<file path="config.mk">
export PLATFORM = sky130hd
export DESIGN_NAME = ffua_scan
export DESIGN_NICKNAME = d
export VERILOG_FILES = /design/src/rtl/core/ffua_pkg.sv /design/src/rtl/core/ffua_scan.sv
export SDC_FILE = /design/constraint.sdc
export NUM_CORES = 1
export LEC_CHECK = 0
export BUFFER_PORTS_ARGS = -buffer_cell sky130_fd_sc_hd__buf_2
export CORE_UTILIZATION = 40
export DETAILED_ROUTE_END_ITERATION = 6
export PLACE_DENSITY = 0.66
export SYNTH_ARGS = -nofsm -noshare
export SYNTH_HDL_FRONTEND = slang
export SYNTH_SLANG_ARGS = --single-unit
</file>
<file path="constraint.sdc">
create_clock -name i_clk -period 6.8 [get_ports i_clk]
set_clock_uncertainty 0.1 [all_clocks]
set_input_delay 0.68 -clock i_clk [delete_from_list [all_inputs] [get_ports i_clk]]
set_output_delay 0.68 -clock i_clk [all_outputs]
set_load 0.1 [all_outputs]
</file>
<file path="src/rtl/core/ffua_pkg.sv">
package ffua_pkg;

    localparam int CFG_W    = 11;
    localparam int OP_W     = 2;
    localparam int OWNER_W  = 16;
    localparam int STATUS_W = 2;
    localparam int START_W  = 10;
    localparam int ADDR_W   = 3;

    // Register index is paddr[2]: block_units at 0x0, units_in_use at 0x4.
    localparam logic CFG_BLOCK_UNITS  = 1'b0;
    localparam logic CFG_UNITS_IN_USE = 1'b1;

    localparam logic [CFG_W-1:0] BLOCK_UNITS_RST  = 11'd1;
    localparam logic [CFG_W-1:0] UNITS_IN_USE_RST = 11'd1024;

    localparam logic [STATUS_W-1:0] ST_OK      = 2'd0;
    localparam logic [STATUS_W-1:0] ST_REFUSED = 2'd1;
    localparam logic [STATUS_W-1:0] ST_NO_FIT  = 2'd2;

    typedef enum logic [OP_W-1:0] {
        OP_ALLOC   = 2'd0,
        OP_RELEASE = 2'd1,
        OP_QUERY   = 2'd2,
        OP_NONE    = 2'd3
    } t_op;

    typedef enum logic [1:0] {
        S_CLEAR = 2'd0,
        S_IDLE  = 2'd1,
        S_SCAN  = 2'd2,
        S_FILL  = 2'd3
    } t_state;

    typedef struct packed {
        logic init;
        logic valid;
    } t_scan_cmd;

    typedef struct packed {
        logic hit;
        logic found;
        logic match;
    } t_scan_res;

endpackage

</file>
<file path="src/rtl/core/ffua_scan.sv">
// Per-unit evaluator: one owner word per cycle, tracking residency, the
// current free run, the first fitting run and the number of owner matches.
module ffua_scan #(
    parameter int OWNER_BITS = 16,
    parameter int CW         = 11
) (
    input  logic                          i_clk,
    input  logic                          i_rst_n,
    input  ffua_pkg::t_scan_cmd           i_cmd,
    input  logic [OWNER_BITS-1:0]         i_owner,
    input  logic [OWNER_BITS-1:0]         i_data,
    input  logic [CW-1:0]                 i_idx,
    input  logic [ffua_pkg::CFG_W-1:0]    i_block,
    output ffua_pkg::t_scan_res           o_res,
    output logic [CW-1:0]                 o_start,
    output logic [ffua_pkg::CFG_W-1:0]    o_cnt
);

    logic                       r_hit;
    logic                       r_found;
    logic [ffua_pkg::CFG_W-1:0] r_run;
    logic [ffua_pkg::CFG_W-1:0] r_cnt;
    logic [CW-1:0]              r_start;

    logic                       w_free;
    logic                       w_match;
    logic                       w_fit;
    logic [ffua_pkg::CFG_W-1:0] n_run;
    logic [CW-1:0]              n_start;

    always_comb begin
        w_free  = (i_data == '0);
        w_match = i_cmd.valid && (i_data == i_owner);
        n_run   = w_free ? r_run + 1'b1 : '0;
        w_fit   = i_cmd.valid && !r_found && w_free && (n_run == i_block);
        n_start = CW'(32'(i_idx) + 32'd1 - 32'(i_block));
    end

    always_ff @(posedge i_clk) begin
        if (!i_rst_n) begin
            r_hit   <= 1'b0;
            r_found <= 1'b0;
            r_run   <= '0;
            r_cnt   <= '0;
        end else if (i_cmd.init) begin
            r_hit   <= 1'b0;
            r_found <= 1'b0;
            r_run   <= '0;
            r_cnt   <= '0;
        end else if (i_cmd.valid) begin
            r_run <= n_run;
            if (w_match) begin
                r_hit <= 1'b1;
                r_cnt <= r_cnt + 1'b1;
            end
            if (w_fit) begin
                r_found <= 1'b1;
            end
        end
    end

    always_ff @(posedge i_clk) begin
        if (w_fit) begin
            r_start <= n_start;
        end
    end

    assign o_res.hit   = r_hit;
    assign o_res.found = r_found;
    assign o_res.match = w_match;
    assign o_start     = r_start;
    assign o_cnt       = r_cnt;

endmodule

</file>
==> flow_summary.toml, run 1 <==
[outcome]
run_status = "completed"

[synth]
synth-simple-area-share_pct = 21.38
synth_cell_type_count = 42
synthCells = 288
synth_edf_count = 11
synthMuxAreaShare_pct = 0.3951
syn_area_mm2 = 0.002534
ys_seq_elements = 35
async_flop_share_pct = 0
ys_warn_count = 0
synth_xor_area_share_pct = 17.48
synth_top_family_by_area = "simple AND/OR/NAND/NOR gates"
synth_compound_area_share_pct = 13.04
ys_seq_area_share_pct = 32.00
ys.flop_type = "dfxtp_1"
yosys.area_share.adder_pct = 11.16
syn_avg_cell_area_um2 = 8.798
syn_nets = 368

[die]
io_pins = 83
dieHeight_um = 81.59
die-area_mm2 = 0.006656
core_area_mm2 = 0.006026
start_util_pct = 42.05
die_w_um = 81.59
rows = 28

[clocking]
cts-root-buf = "clkbuf_8"
cts_buffers = 5
ctsHoldBuffers = 0
cts_max_level = 2
insertion_delay_ns = 0.28
cts_resized = 0
clk_path_buf_depth = 2
clk_pin_slew_worst_paths_ns = 0.07
clock_sinks = 35
cts_tree = "done"
postCtsSetupRepairBufs = 0

[grt]
gr-total-overflow = 0
grt_max_degree = 25
grt_pass1_vias = 2141
grt_pass1_wl_um = 9045
grt_busiest_layer = "met2"
gr-usage-met1_pct = 20.19
gr-usage-all-layers_pct = 17.39
grtUsageMet3_pct = 4.111
antenna_found_initial = 0
use_met2_pct = 31.58

[placement]
pre_cts_ws_ns = 2.844
gp_congestion = 0.7941
hpwl_um = 4301
io_buffers = 82

[timing]
setup_tns_ns = 0
slew_headroom_pct = 27.10
setup_viol = 0
grt_setup_unrepaired = "false"
final_hold_viol_count = 0
worst_pin_slew_ns = 1.084
finalCritPeriodShare_pct = 53.73
setup_slack_ns = 3.146
drv_slew = 0
clock.fmax_mhz = 273.7
period_needed_ns = 3.654

[route]
routed_wl_um = 5428
ant_nets = 0
drc = 0
vias = 2312
first_pass_iters = 5
routedWlPerCell_um = 12.28
viasPerCell = 5.231
first_iter_violations = 47

[power]
p_leak_nw = 1.342
ir_worst_vdd_mv = 0.09820
p_per_area_mw_per_mm2 = 156.1

[critical_path]
critPathRequiredTime_ns = 6.61
startpoint_type = "primary input"
criticalPathCategory = "in -> reg"
crit_path_max_fanout = 15
critPathArrivalTime_ns = 3.46
cp-end-kind = "flop"

[run]
cap_viol_max_count = 0

[layout]
fin_nets = 446
area_growth_pct = 22.22
drive_above_1_share_pct = 26.43
num_antenna_cells = 0

[worst_hold_path]
min_path_type = "reg -> reg"
==> path summary, 6_finish.rpt <==
check                                start    endpoint  slack (ns)  depth (start not counted)
worst min register to register       r_hit       r_hit        0.38                          2
worst max register to register    r_run[0]  o_start[5]        3.15                          7
worst min-delay path                 r_hit       r_hit        0.38                          2
worst max-delay path            i_data[11]  o_start[5]        3.15                          7
==> layout make-up <==
cell class / instances / area, um^2
Inverter: 16 / 60.06
Sequential cell: 35 / 810.8
Clock inverter: 2 / 13.76
Multi-Input combinational cell: 226 / 1614
Timing Repair Buffer: 82 / 410.4
Tap cell: 75 / 93.84
Clock buffer: 6 / 93.84
Fill cell: 593 / 2929
==> logic make-up after synthesis <==
group / Yosys count
AO/OA/AOI/OAI: 51
adder cells (fa/ha/maj): 22
multiplexers: 1
XOR/XNOR: 49
AND/OR/NAND/NOR: 103
flip-flops: 35
buffers and inverters: 27
==> cell usage in the layout (no fill, tap or decap), types with 3 or more instances in the layout <==
cell type / n
buf_2: 82
nor2_1: 30
xor2_1: 25
dfxtp_1: 24
xnor2_1: 23
ha_1: 21
a21oi_1: 19
nand2_1: 16
inv_1: 16
o21ai_0: 13
nand4_1: 11
edfxtp_1: 11
nand3_1: 10
nor4_1: 9
nor3_1: 7
and3_1: 5
clkbuf_8: 5
a22oi_1: 4
or4_1: 3
==> critical path: stages <==
cell	delay [ns]
buf_2	0.11
nor4_1	0.38
nand4_1	0.58
a21oi_2	0.31
xnor2_1	0.09
or4_4	0.54
a2111oi_4	0.77
==> synth_stat cells, drive strengths merged (4+ instances only) <==
| library cell | n | share of area, % |
|---|---|---|
| and3 | 5 | 1.2 |
| or4 | 5 | 1.8 |
| buf | 5 | 1.3 |
| clkbuf | 6 | 0.89 |
| a22oi | 4 | 1.2 |
| edfxtp | 11 | 13 |
| nor2 | 30 | 4.4 |
| xnor2 | 23 | 8.0 |
| xor2 | 25 | 8.6 |
| nand3 | 11 | 2.7 |
| nor3 | 7 | 1.4 |
| nor4 | 10 | 2.5 |
| ha | 21 | 10 |
| o21ai | 13 | 2.6 |
| nand2 | 16 | 2.4 |
| a21oi | 20 | 4.1 |
| nand4 | 11 | 2.7 |
| dfxtp | 24 | 19 |
| inv | 16 | 2.4 |
==> through the flow <==
stage | power [mW] | std cells | hold slack (ns) | utilization [%] | instance area (um^2)
6_report | 0.4834 | 442 | 0.3774 | 51.39 | 3097
5_1_grt | 0.5097 | 442 | 0.4187 | 51.39 | 3097
4_1_cts | 0.4899 | 442 | 0.3853 | 51.39 | 3097
3_5_place_dp | 0.3154 | 434 | 0.3667 | 49.61 | 2989
3_3_place_gp | 0.3137 | 434 | 0.3507 | 49.61 | 2989
2_1_floorplan | 0.2831 | 288 | 0.3416 | - | 2534
==> layer usage <==
metal | up-vias | part of all wire (%) | wire (um)
li1 | 1185 | - | -
met2 | 89 | 47 | 2574
met3 | 7 | 6.4 | 350
met5 | - | 0 | 0
met4 | 0 | 1.1 | 57
met1 | 1031 | 45 | 2445
==> registers in the layout, summed over array words and instances (netlist names) <==
name and count:
o_cnt 11, o_start 11, r_run 11, r_found 1
r_hit 1
==> power breakdown <==
group | leakage, nW | internal, mW | switching [mW]
Sequential | 0.291 | 0.219 | 0.000000194
Combinational | 0.995 | 0.0444 | 0.0463
Clock | 0.0563 | 0.0944 | 0.0790
Total | 1.34 | 0.358 | 0.125
Power figures use the tool's default switching activity.
==> inputs of run 2 (changes only) <==
clock period = 3.47 ns   (was 6.8 ns; I/O delays follow)
==> run 2 against run 1 <==
Compared with the run above:
- die area unchanged
- clock power up 110%
- hold slack got worse by 0.11 ns
- first-iteration DRC count rose to 2.5 times the previous value
- combinational power increased by 100%
- via count up 3.2%
- worst setup slack worse by 2.8 ns
- register-to-register slack got worse by 2.8 ns
==> flow_summary.toml, run 2 (synthesis gave the netlist of run 1 again) <==
[critical_path]
rrSetupSlack_ns = 0.35
critPathRequiredTime_ns = 3.36
crit_path_max_fanout = 10
path_buf_inv = 1
startpoint_type = "flop"
criticalPathCategory = "reg -> reg"
slowest_delay_ns = 0.54
critPathArrivalTime_ns = 3.01
crit_chain = "ha_1, nand3_1, or4_4, a21oi_2, xnor2_1, or4_4, a2111oi_4, buf_4"
cp-end-kind = "flop"
worst_path_most_repeated_cell = "or4_4"
cp_top_family = "simple AND/OR/NAND/NOR gates"
reg2reg_depth = 8
r2r_start = "r_run[0]"
critPathSlowestCell = "or4_4"
reg2reg_to = "o_start[9]"

[clocking]
cts-root-buf = "clkbuf_8"
clk_pin_slew_worst_paths_ns = 0.07
clock_sinks = 35
insertion_delay_ns = 0.28
postCtsSetupRepairBufs = 0
cts_max_level = 2
cts_resized = 0
cts_tree = "done"
ctsHoldBuffers = 0
clk_path_buf_depth = 2
cts_buffers = 5

[route]
drc = 0
first_pass_iters = 4
routed_wl_um = 5728
viasPerCell = 5.338
routedWlPerCell_um = 12.81
vias = 2386
first_iter_violations = 118
ant_nets = 0

[power]
p_sw_mw = 0.2446
ir_worst_vdd_mv = 0.1858
pwr-share-seq_pct = 44.1
combPwrFrac_pct = 18.5
p_leak_nw = 1.369
clock_power_share_pct = 37.4
swShare_pct = 25.07
p_int_mw = 0.7311
p_per_area_mw_per_mm2 = 310.8

[timing]
setup_tns_ns = 0
worst_pin_slew_ns = 0.8985
clock.fmax_mhz = 320.1
grt_setup_unrepaired = "false"
finalCritPeriodShare_pct = 90.03
slew_headroom_pct = 40.10
setup_viol = 0
drv_slew = 0
final_hold_viol_count = 0
period_needed_ns = 3.124

[grt]
gr-total-overflow = 0
antenna_found_initial = 0
grt_max_degree = 25
gr-usage-all-layers_pct = 18.58
grt_pass1_vias = 2275
grt_pass1_wl_um = 9708

[die]
rows = 28
io_pins = 83
die-area_mm2 = 0.006656
dieHeight_um = 81.59
die_w_um = 81.59
start_util_pct = 42.05
core_area_mm2 = 0.006026

[worst_hold_path]
min_path_type = "in -> reg"
whs_path_depth = 2
min_to = "o_start[0]"
hp-start = "i_idx[0]"

[placement]
gp_congestion = 0.8152
placed_area_mm2 = 0.003027
hpwl_um = 4574
io_buffers = 82

[layout]
area_growth_pct = 23.90
drive_above_1_share_pct = 27.42
mostFrequentLayoutCell = "buf_2"
fin_nets = 451
final_cell_mix = "buf_2 (82), nor2_1 (30), xor2_1 (25)"
finish.instance_area_mm2 = 0.003139
num_antenna_cells = 0

[outcome]
run_status = "completed"

[run]
cap_viol_max_count = 0
## run 2: routing by layer
metal | global-route usage (%) | part of all wire, % | vias to the layer above
li1 | - | - | 1198
met4 | 5.614 | 0.66 | 0
met1 | 22.33 | 44 | 1105
met2 | 33.25 | 49 | 77
met3 | 3.556 | 6.3 | 6
met5 | 0 | 0 | -
## run 2: how the worst max path moves through the flow
stage,from,endpoint,slack (ns),cells past startpoint
global route,r_run[0],o_start[10],0.12,9
detailed placement,r_run[0],o_start[9],0.38,8
CTS,r_run[0],o_start[9],0.37,8
global placement,r_run[0],o_start[10],0.44,8
floorplan,r_run[0],o_start[0],0.46,8
finish,r_run[0],o_start[9],0.35,8
## run 2: power groups by stage
stage	sequential [mW]	clock [mW]	combinational, mW
6_report	0.430	0.365	0.181
5_1_grt	0.430	0.398	0.205
4_1_cts	0.430	0.379	0.183
3_5_place_dp	0.439	0	0.181
3_3_place_gp	0.439	0	0.176
2_1_floorplan	0.439	0	0.115
## run 2: per-stage QoR
step	setup slack (ns)	hold WS, ns	power [mW]	instances	utilization, %
detailed placement	0.3798	0.3724	0.6207	439	50.23
global placement	0.4446	0.3544	0.6157	439	50.23
global route	0.1235	0.2568	1.033	447	52.10
CTS	0.3683	0.2525	0.9916	447	52.10
floorplan	0.4607	0.3416	0.5547	288	-
finish	0.3460	0.2638	0.9757	447	52.10
## run 2: cell type report
cell class,count,area [um^2]
clock buffers,5,68.82
clock inverters,3,43.79
fillers,603,2887
inverters,16,60.06
multi-input cells,226,1614
flip-flops and latches,35,810.8
well taps,75,93.84
repair buffers,87,447.9
