**config.mk**
```make
export PLATFORM = sky130hd
export DESIGN_NAME = ffua_ctrl
export DESIGN_NICKNAME = d
export VERILOG_FILES = /design/src/rtl/core/ffua_pkg.sv /design/src/rtl/core/ffua_ctrl.sv
export SDC_FILE = /design/constraint.sdc
export NUM_CORES = 1
export LEC_CHECK = 0
export CAP_MARGIN = 20
export CORE_ASPECT_RATIO = 2
export CORE_MARGIN = 3
export CORE_UTILIZATION = 40
export CTS_BUF_LIST = sky130_fd_sc_hd__clkbuf_16
export DETAILED_ROUTE_END_ITERATION = 8
export DONT_BUFFER_PORTS = 1
export PLACE_DENSITY = 0.58
export SLEW_MARGIN = 15
export SYNTH_ARGS = -nofsm -noshare
export SYNTH_HDL_FRONTEND = slang
export SYNTH_SLANG_ARGS = --single-unit
export TNS_END_PERCENT = 1
```
**constraint.sdc**
```tcl
create_clock -name i_clk -period 5.25 [get_ports i_clk]
set_input_delay 0.2625 -clock i_clk [delete_from_list [all_inputs] [get_ports i_clk]]
set_output_delay 0.2625 -clock i_clk [all_outputs]
set_load 0.01 [all_outputs]
```
**src/rtl/core/ffua_pkg.sv**
```systemverilog
package ffua_pkg;

    localparam int CFG_W    = 11;
    localparam int OP_W     = 2;
    localparam int OWNER_W  = 16;
    localparam int STATUS_W = 2;
    localparam int START_W  = 10;
    localparam int ADDR_W   = 3;

    // Register index is paddr[2]: block_units at 0x0, units_in_use at 0x4.
    localparam logic CFG_BLOCK_UNITS  = 1'b0;
    localparam logic CFG_UNITS_IN_USE = 1'b1;

    localparam logic [CFG_W-1:0] BLOCK_UNITS_RST  = 11'd1;
    localparam logic [CFG_W-1:0] UNITS_IN_USE_RST = 11'd1024;

    localparam logic [STATUS_W-1:0] ST_OK      = 2'd0;
    localparam logic [STATUS_W-1:0] ST_REFUSED = 2'd1;
    localparam logic [STATUS_W-1:0] ST_NO_FIT  = 2'd2;

    typedef enum logic [OP_W-1:0] {
        OP_ALLOC   = 2'd0,
        OP_RELEASE = 2'd1,
        OP_QUERY   = 2'd2,
        OP_NONE    = 2'd3
    } t_op;

    typedef enum logic [1:0] {
        S_CLEAR = 2'd0,
        S_IDLE  = 2'd1,
        S_SCAN  = 2'd2,
        S_FILL  = 2'd3
    } t_state;

    typedef struct packed {
        logic init;
        logic valid;
    } t_scan_cmd;

    typedef struct packed {
        logic hit;
        logic found;
        logic match;
    } t_scan_res;

endpackage

```
**src/rtl/core/ffua_ctrl.sv**
```systemverilog
// Sequencer: clearing pass, map scan, run fill, counters and result words.
module ffua_ctrl #(
    parameter int MAP_DEPTH  = 1024,
    parameter int OWNER_BITS = 16,
    parameter int AW         = 10,
    parameter int CW         = 11
) (
    input  logic                            i_clk,
    input  logic                            i_rst_n,
    input  logic                            start,
    output logic                            busy,
    input  logic [ffua_pkg::OP_W-1:0]       i_operation,
    input  logic [ffua_pkg::OWNER_W-1:0]    i_owner_id,
    input  logic [ffua_pkg::CFG_W-1:0]      i_block,
    input  logic [CW-1:0]                   i_managed,
    input  logic                            i_reinit,
    output ffua_pkg::t_scan_cmd             o_scan_cmd,
    input  ffua_pkg::t_scan_res             i_scan_res,
    input  logic [CW-1:0]                   i_scan_start,
    input  logic [ffua_pkg::CFG_W-1:0]      i_scan_cnt,
    output logic [OWNER_BITS-1:0]           o_owner,
    output logic [CW-1:0]                   o_chk_idx,
    output logic                            o_we,
    output logic [AW-1:0]                   o_waddr,
    output logic [OWNER_BITS-1:0]           o_wdata,
    output logic [AW-1:0]                   o_raddr,
    output logic                            o_done,
    output logic [ffua_pkg::STATUS_W-1:0]   o_status,
    output logic [ffua_pkg::START_W-1:0]    o_start_unit,
    output logic [ffua_pkg::CFG_W-1:0]      o_free_unit_count,
    output logic [ffua_pkg::CFG_W-1:0]      o_resident_owners
);

    ffua_pkg::t_state r_state, n_state;
    ffua_pkg::t_op    r_op, n_op;

    logic [CW-1:0]                  r_addr, n_addr;
    logic [CW-1:0]                  r_chk, n_chk;
    logic                           r_dv, n_dv;
    logic [OWNER_BITS-1:0]          r_owner, n_owner;
    logic [ffua_pkg::CFG_W-1:0]     r_left, n_left;
    logic [ffua_pkg::CFG_W-1:0]     r_free, n_free;
    logic [ffua_pkg::CFG_W-1:0]     r_owners, n_owners;
    logic                           r_done, n_done;
    logic [ffua_pkg::STATUS_W-1:0]  r_status, n_status;
    logic [ffua_pkg::START_W-1:0]   r_start_unit, n_start_unit;

    logic [OWNER_BITS-1:0] w_owner_in;
    logic                  w_issue;

    always_comb begin
        w_owner_in   = OWNER_BITS'(i_owner_id);
        w_issue      = (r_addr != i_managed);
        n_state      = r_state;
        n_op         = r_op;
        n_addr       = r_addr;
        n_chk        = r_chk;
        n_dv         = 1'b0;
        n_owner      = r_owner;
        n_left       = r_left;
        n_free       = r_free;
        n_owners     = r_owners;
        n_done       = 1'b0;
        n_status     = r_status;
        n_start_unit = r_start_unit;
        o_scan_cmd   = '0;
        o_we         = 1'b0;
        o_waddr      = r_chk[AW-1:0];
        o_wdata      = '0;
        o_raddr      = r_addr[AW-1:0];

        case (r_state)
            ffua_pkg::S_CLEAR: begin
                o_we     = 1'b1;
                o_waddr  = r_addr[AW-1:0];
                n_free   = ffua_pkg::CFG_W'(i_managed);
                n_owners = '0;
                if (r_addr == CW'(MAP_DEPTH - 1)) begin
                    n_state = ffua_pkg::S_IDLE;
                end else begin
                    n_addr = r_addr + 1'b1;
                end
            end
            ffua_pkg::S_IDLE: begin
                if (start) begin
                    n_op            = ffua_pkg::t_op'(i_operation);
                    n_owner         = w_owner_in;
                    n_addr          = '0;
                    o_scan_cmd.init = 1'b1;
                    n_start_unit    = '0;
                    if (ffua_pkg::t_op'(i_operation) == ffua_pkg::OP_NONE) begin
                        n_done   = 1'b1;
                        n_status = ffua_pkg::ST_OK;
                    end else if (w_owner_in == '0) begin
                        n_done   = 1'b1;
                        n_status = ffua_pkg::ST_REFUSED;
                    end else if (i_managed == '0) begin
                        n_done   = 1'b1;
                        n_status = (ffua_pkg::t_op'(i_operation) == ffua_pkg::OP_ALLOC) ?
                                   ffua_pkg::ST_NO_FIT : ffua_pkg::ST_REFUSED;
                    end else begin
                        n_state = ffua_pkg::S_SCAN;
                    end
                end
            end
            ffua_pkg::S_SCAN: begin
                o_scan_cmd.valid = r_dv;
                o_we = r_dv && (r_op == ffua_pkg::OP_RELEASE) && i_scan_res.match;
                if (w_issue) begin
                    n_addr = r_addr + 1'b1;
                    n_dv   = 1'b1;
                    n_chk  = r_addr;
                end
                if (!w_issue && !r_dv) begin
                    n_state = ffua_pkg::S_IDLE;
                    n_done  = 1'b1;
                    case (r_op)
                        ffua_pkg::OP_ALLOC: begin
                            if (i_scan_res.hit) begin
                                n_status = ffua_pkg::ST_REFUSED;
                            end else if (i_scan_res.found) begin
                                n_state = ffua_pkg::S_FILL;
                                n_done  = 1'b0;
                                n_addr  = i_scan_start;
                                n_left  = i_block;
                            end else begin
                                n_status = ffua_pkg::ST_NO_FIT;
                            end
                        end
                        ffua_pkg::OP_RELEASE: begin
                            if (i_scan_cnt != '0) begin
                                n_free   = r_free + i_scan_cnt;
                                n_owners = r_owners - 1'b1;
                                n_status = ffua_pkg::ST_OK;
                            end else begin
                                n_status = ffua_pkg::ST_REFUSED;
                            end
                        end
                        ffua_pkg::OP_QUERY: begin
                            n_status = i_scan_res.hit ? ffua_pkg::ST_OK : ffua_pkg::ST_REFUSED;
                        end
                        default: begin
                            n_status = ffua_pkg::ST_OK;
                        end
                    endcase
                end
            end
            ffua_pkg::S_FILL: begin
                o_we    = 1'b1;
                o_waddr = r_addr[AW-1:0];
                o_wdata = r_owner;
                n_addr  = r_addr + 1'b1;
                n_left  = r_left - 1'b1;
                if (r_left == ffua_pkg::CFG_W'(1)) begin
                    n_state      = ffua_pkg::S_IDLE;
                    n_done       = 1'b1;
                    n_status     = ffua_pkg::ST_OK;
                    n_start_unit = ffua_pkg::START_W'(i_scan_start);
                    n_free       = r_free - i_block;
                    n_owners     = r_owners + 1'b1;
                end
            end
            default: begin
                n_state = ffua_pkg::S_CLEAR;
                n_addr  = '0;
            end
        endcase

        if (i_reinit) begin
            n_state = ffua_pkg::S_CLEAR;
            n_addr  = '0;
        end
    end

    always_ff @(posedge i_clk) begin
        if (!i_rst_n) begin
            r_state  <= ffua_pkg::S_CLEAR;
            r_addr   <= '0;
            r_dv     <= 1'b0;
            r_done   <= 1'b0;
            r_free   <= '0;
            r_owners <= '0;
        end else begin
            r_state  <= n_state;
            r_addr   <= n_addr;
            r_dv     <= n_dv;
            r_done   <= n_done;
            r_free   <= n_free;
            r_owners <= n_owners;
        end
    end

    always_ff @(posedge i_clk) begin
        r_op         <= n_op;
        r_chk        <= n_chk;
        r_owner      <= n_owner;
        r_left       <= n_left;
        r_status     <= n_status;
        r_start_unit <= n_start_unit;
    end

    assign busy              = (r_state != ffua_pkg::S_IDLE);
    assign o_owner           = r_owner;
    assign o_chk_idx         = r_chk;
    assign o_done            = r_done;
    assign o_status          = r_status;
    assign o_start_unit      = r_start_unit;
    assign o_free_unit_count = r_free;
    assign o_resident_owners = r_owners;

endmodule

```
==> results.json <==
{
  "setup_viol": 0,
  "setup_ws_ns": 1.551,
  "grt_max_degree": 34,
  "crit_required_ns": 5.51,
  "yosys_warnings": 0,
  "ys_ff_latch": 89,
  "synth_edf_count": 52,
  "p_per_area_nw_per_um2": 240.3,
  "grt_usage_pct": 21.98,
  "synthDistinctLibCells": 65,
  "clock_sinks": 89,
  "fillers": 1407,
  "netlist_top_cells_area": "edfxtp_1 (27%), dfxtp_1 (13%), ha_1 (6.0%), o21ai_0 (4.1%), xor2_1 (3.5%)",
  "antenna_found_initial": 2,
  "netlist_area_um2": 5819,
  "worst_ir_drop_vdd_mv": 0.1771,
  "via_count": 4903,
  "crit_type": "reg2reg",
  "cts-htree-levels": 3,
  "stdcell_area_um2": 6300,
  "clk_pin_slew_worst_paths_ns": 0.07,
  "final.period_utilization_pct": 70.45,
  "portBuffers": 0,
  "cp_max_fo": 33,
  "leakage_nw": 2.309,
  "wl_per_cell_um": 21.83,
  "p_switching_mw": 0.3515,
  "hold_path_class": "in2reg",
  "reg2reg_setup_slack_ns": 1.55,
  "gp_congestion": 0.9130,
  "grt_overflow_total": 0,
  "postRouteWirelength_um": 17900,
  "outcome": "completed",
  "post_route_cells_drive_above_1_share_pct": 6.699,
  "total_power_mw": 1.514,
  "async_flop_share_pct": 0,
  "hold_viol_final": 0,
  "drc": 0,
  "synth.most_common_cell": "edfxtp_1",
  "vias_per_cell": 5.979,
  "finalCoreUtilization_pct": 44.86,
  "seqCellArea_um2": 2302,
  "grt_pass1_vias": 4906,
  "rsz0062_at_grt": "false",
  "ys_seq_area_share_pct": 39.56,
  "cts-root-buf": "clkbuf_16",
  "tightest_slew_ns": 1.057,
  "nets": 721,
  "stdcell_count": 820,
  "report.final.slew_viol_count": 0,
  "crit_arrival_ns": 3.96,
  "num_rows": 61,
  "avgSynthCellArea_um2": 9.093,
  "drv_cap": 0,
  "timing.critical_path.to": "o_free_unit_count[10]$_SDFFE_PN0P_",
  "pre_cts_slack_ns": 1.560,
  "numCtsBuffers": 9,
  "worstReg2RegStart": "r_state[0]$_SDFFE_PP0P_",
  "syn_nets": 739,
  "worst_setup_path_end_kind": "flip-flop",
  "clk_latency_ns": 0.34,
  "p_comb_share_pct": 6.8,
  "grt_pass1_wl_um": 27430,
  "seq_power_share_pct": 49.6,
  "p_sw_share_pct": 23.22,
  "dpl_cell_area_um2": 5882,
  "synthCells": 640,
  "yosys-top-cells-count": "edfxtp_1 (52), nor2_1 (50), o21ai_0 (48)",
  "cts_resized": 0,
  "ant_nets": 0,
  "internal-power_mw": 1.162,
  "critPathLaunchType": "flip-flop",
  "dominantRegCellSynth": "edfxtp_1",
  "die_area_um2": 16120,
  "r2r_end": "o_free_unit_count[10]$_SDFFE_PN0P_",
  "placedCellCount": 789,
  "pin_count": 171,
  "fmax_ghz": 0.2704,
  "initial_utilization_pct": 41.44,
  "chipWidth_um": 91.29,
  "yosysTopAreaCell": "edfxtp_1",
  "cts_tree": "yes",
  "pwr-share-clk_pct": 43.6,
  "clk_path_buf_depth": 2,
  "rr_worst_depth": 11,
  "core-area_um2": 14040,
  "critPathLaunch": "r_state[0]$_SDFFE_PP0P_",
  "die_h_um": 176.6,
  "firstDrtPassIters": 5,
  "fin_skew_ns": 0.01184,
  "hold-worst-slack_ns": 0.01744,
  "yosysTopAreaCellShare_pct": 26.83,
  "fin_crit_ns": 3.699,
  "dp_hpwl_um": 13980,
  "drt-initial-drc-count": 201,
  "multiInputGateArea_um2": 3242,
  "slew-limit-headroom_pct": 29.52,
  "synthToLayoutAreaGrowth_pct": 8.256,
  "setup_tns_ns": 0
}
## layout by cell type, fill, tap and decap left out, types with 11 or more instances in the layout
| master | instances |
|---|---|
| a211oi_1 | 13 |
| a21oi_1 | 36 |
| and2_1 | 30 |
| dfxtp_1 | 37 |
| edfxtp_1 | 52 |
| ha_1 | 27 |
| inv_1 | 15 |
| mux2_2 | 12 |
| mux2i_1 | 11 |
| nand2_1 | 44 |
| nand3_1 | 29 |
| nor2_1 | 50 |
| nor3_1 | 14 |
| nor4_1 | 17 |
| o21ai_0 | 48 |
| or3_1 | 11 |
| xnor2_1 | 11 |
| xor2_1 | 23 |
## layout make-up
| class | instances | share of cell area (%) |
|---|---|---|
| antenna | 4 | 0.1589 |
| clock buffer | 9 | 3.575 |
| clock inverter | 7 | 1.192 |
| inverter | 17 | 1.013 |
| multi-input combinational | 489 | 51.46 |
| sequential | 89 | 36.54 |
| tap | 189 | 3.754 |
| timing repair buffer | 16 | 2.304 |
## sequential cells by signal (all words and copies together) (netlist names), 10 cells and up
signal / cells
r_addr: 11
o_chk_idx: 11
o_owner: 16
o_free_unit_count: 11
o_start_unit: 10
r_left: 11
o_resident_owners: 11
## how the worst min path moves through the flow
stage,slack [ns],end,from,depth (start not counted)
after floorplan,0.36,o_owner[0]$_DFFE_PP_,i_owner_id[0],0
after global placement,0.36,o_owner[3]$_DFFE_PP_,i_owner_id[3],0
after detailed placement,0.36,o_owner[7]$_DFFE_PP_,i_owner_id[7],0
after CTS,0.002,o_owner[1]$_DFFE_PP_,i_owner_id[1],0
after global routing,0.00009,o_owner[13]$_DFFE_PP_,i_owner_id[13],0
final,0.02,o_owner[13]$_DFFE_PP_,i_owner_id[13],0
## cells by family after synthesis
logic type / share of synthesized area [%]
buffers and inverters: 4.773
flip-flops: 39.56
AO/OA/AOI/OAI: 18.88
AND/OR/NAND/NOR: 20.36
adder cells (fa/ha/maj): 6.708
XOR/XNOR: 5.504
multiplexers: 4.214
## timing repair
action	in CTS	in global routing
buffers inserted	0	0
hold buffers	0	10
hold endpoints to repair	0	10
## metal layers
metal / GRT usage [%] / routed length, um / share of wire, %
met2: 41.25 / 9877 / 55
met5: 0 / 0 / 0
met1: 22.32 / 6170 / 34
met3: 5.501 / 1248 / 7.0
met4: 10.39 / 605 / 3.4
## power groups by stage
| stage | Clock [mW] | Combinational (mW) | Sequential [mW] |
|---|---|---|---|
| finish | 0.660 | 0.103 | 0.751 |
| global route | 0.701 | 0.118 | 0.752 |
| CTS | 0.680 | 0.0970 | 0.751 |
| detailed placement | 0 | 0.0962 | 0.767 |
| global placement | 0 | 0.0950 | 0.767 |
| floorplan | 0 | 0.0818 | 0.762 |
## critical path, cell delays in order, from the launching register on
cell and delay [ns]:
dfxtp_1 0.41, ha_2 0.60, clkinv_1 0.47, nand2_1 0.13, o21ai_0 0.10, ha_1 0.25
nor4_1 0.47, o21ai_0 0.21, a41oi_1 0.29, xnor3_1 0.25, a211o_1 0.31, a21oi_2 0.11
Note: power is estimated with default switching activity, not from simulation.
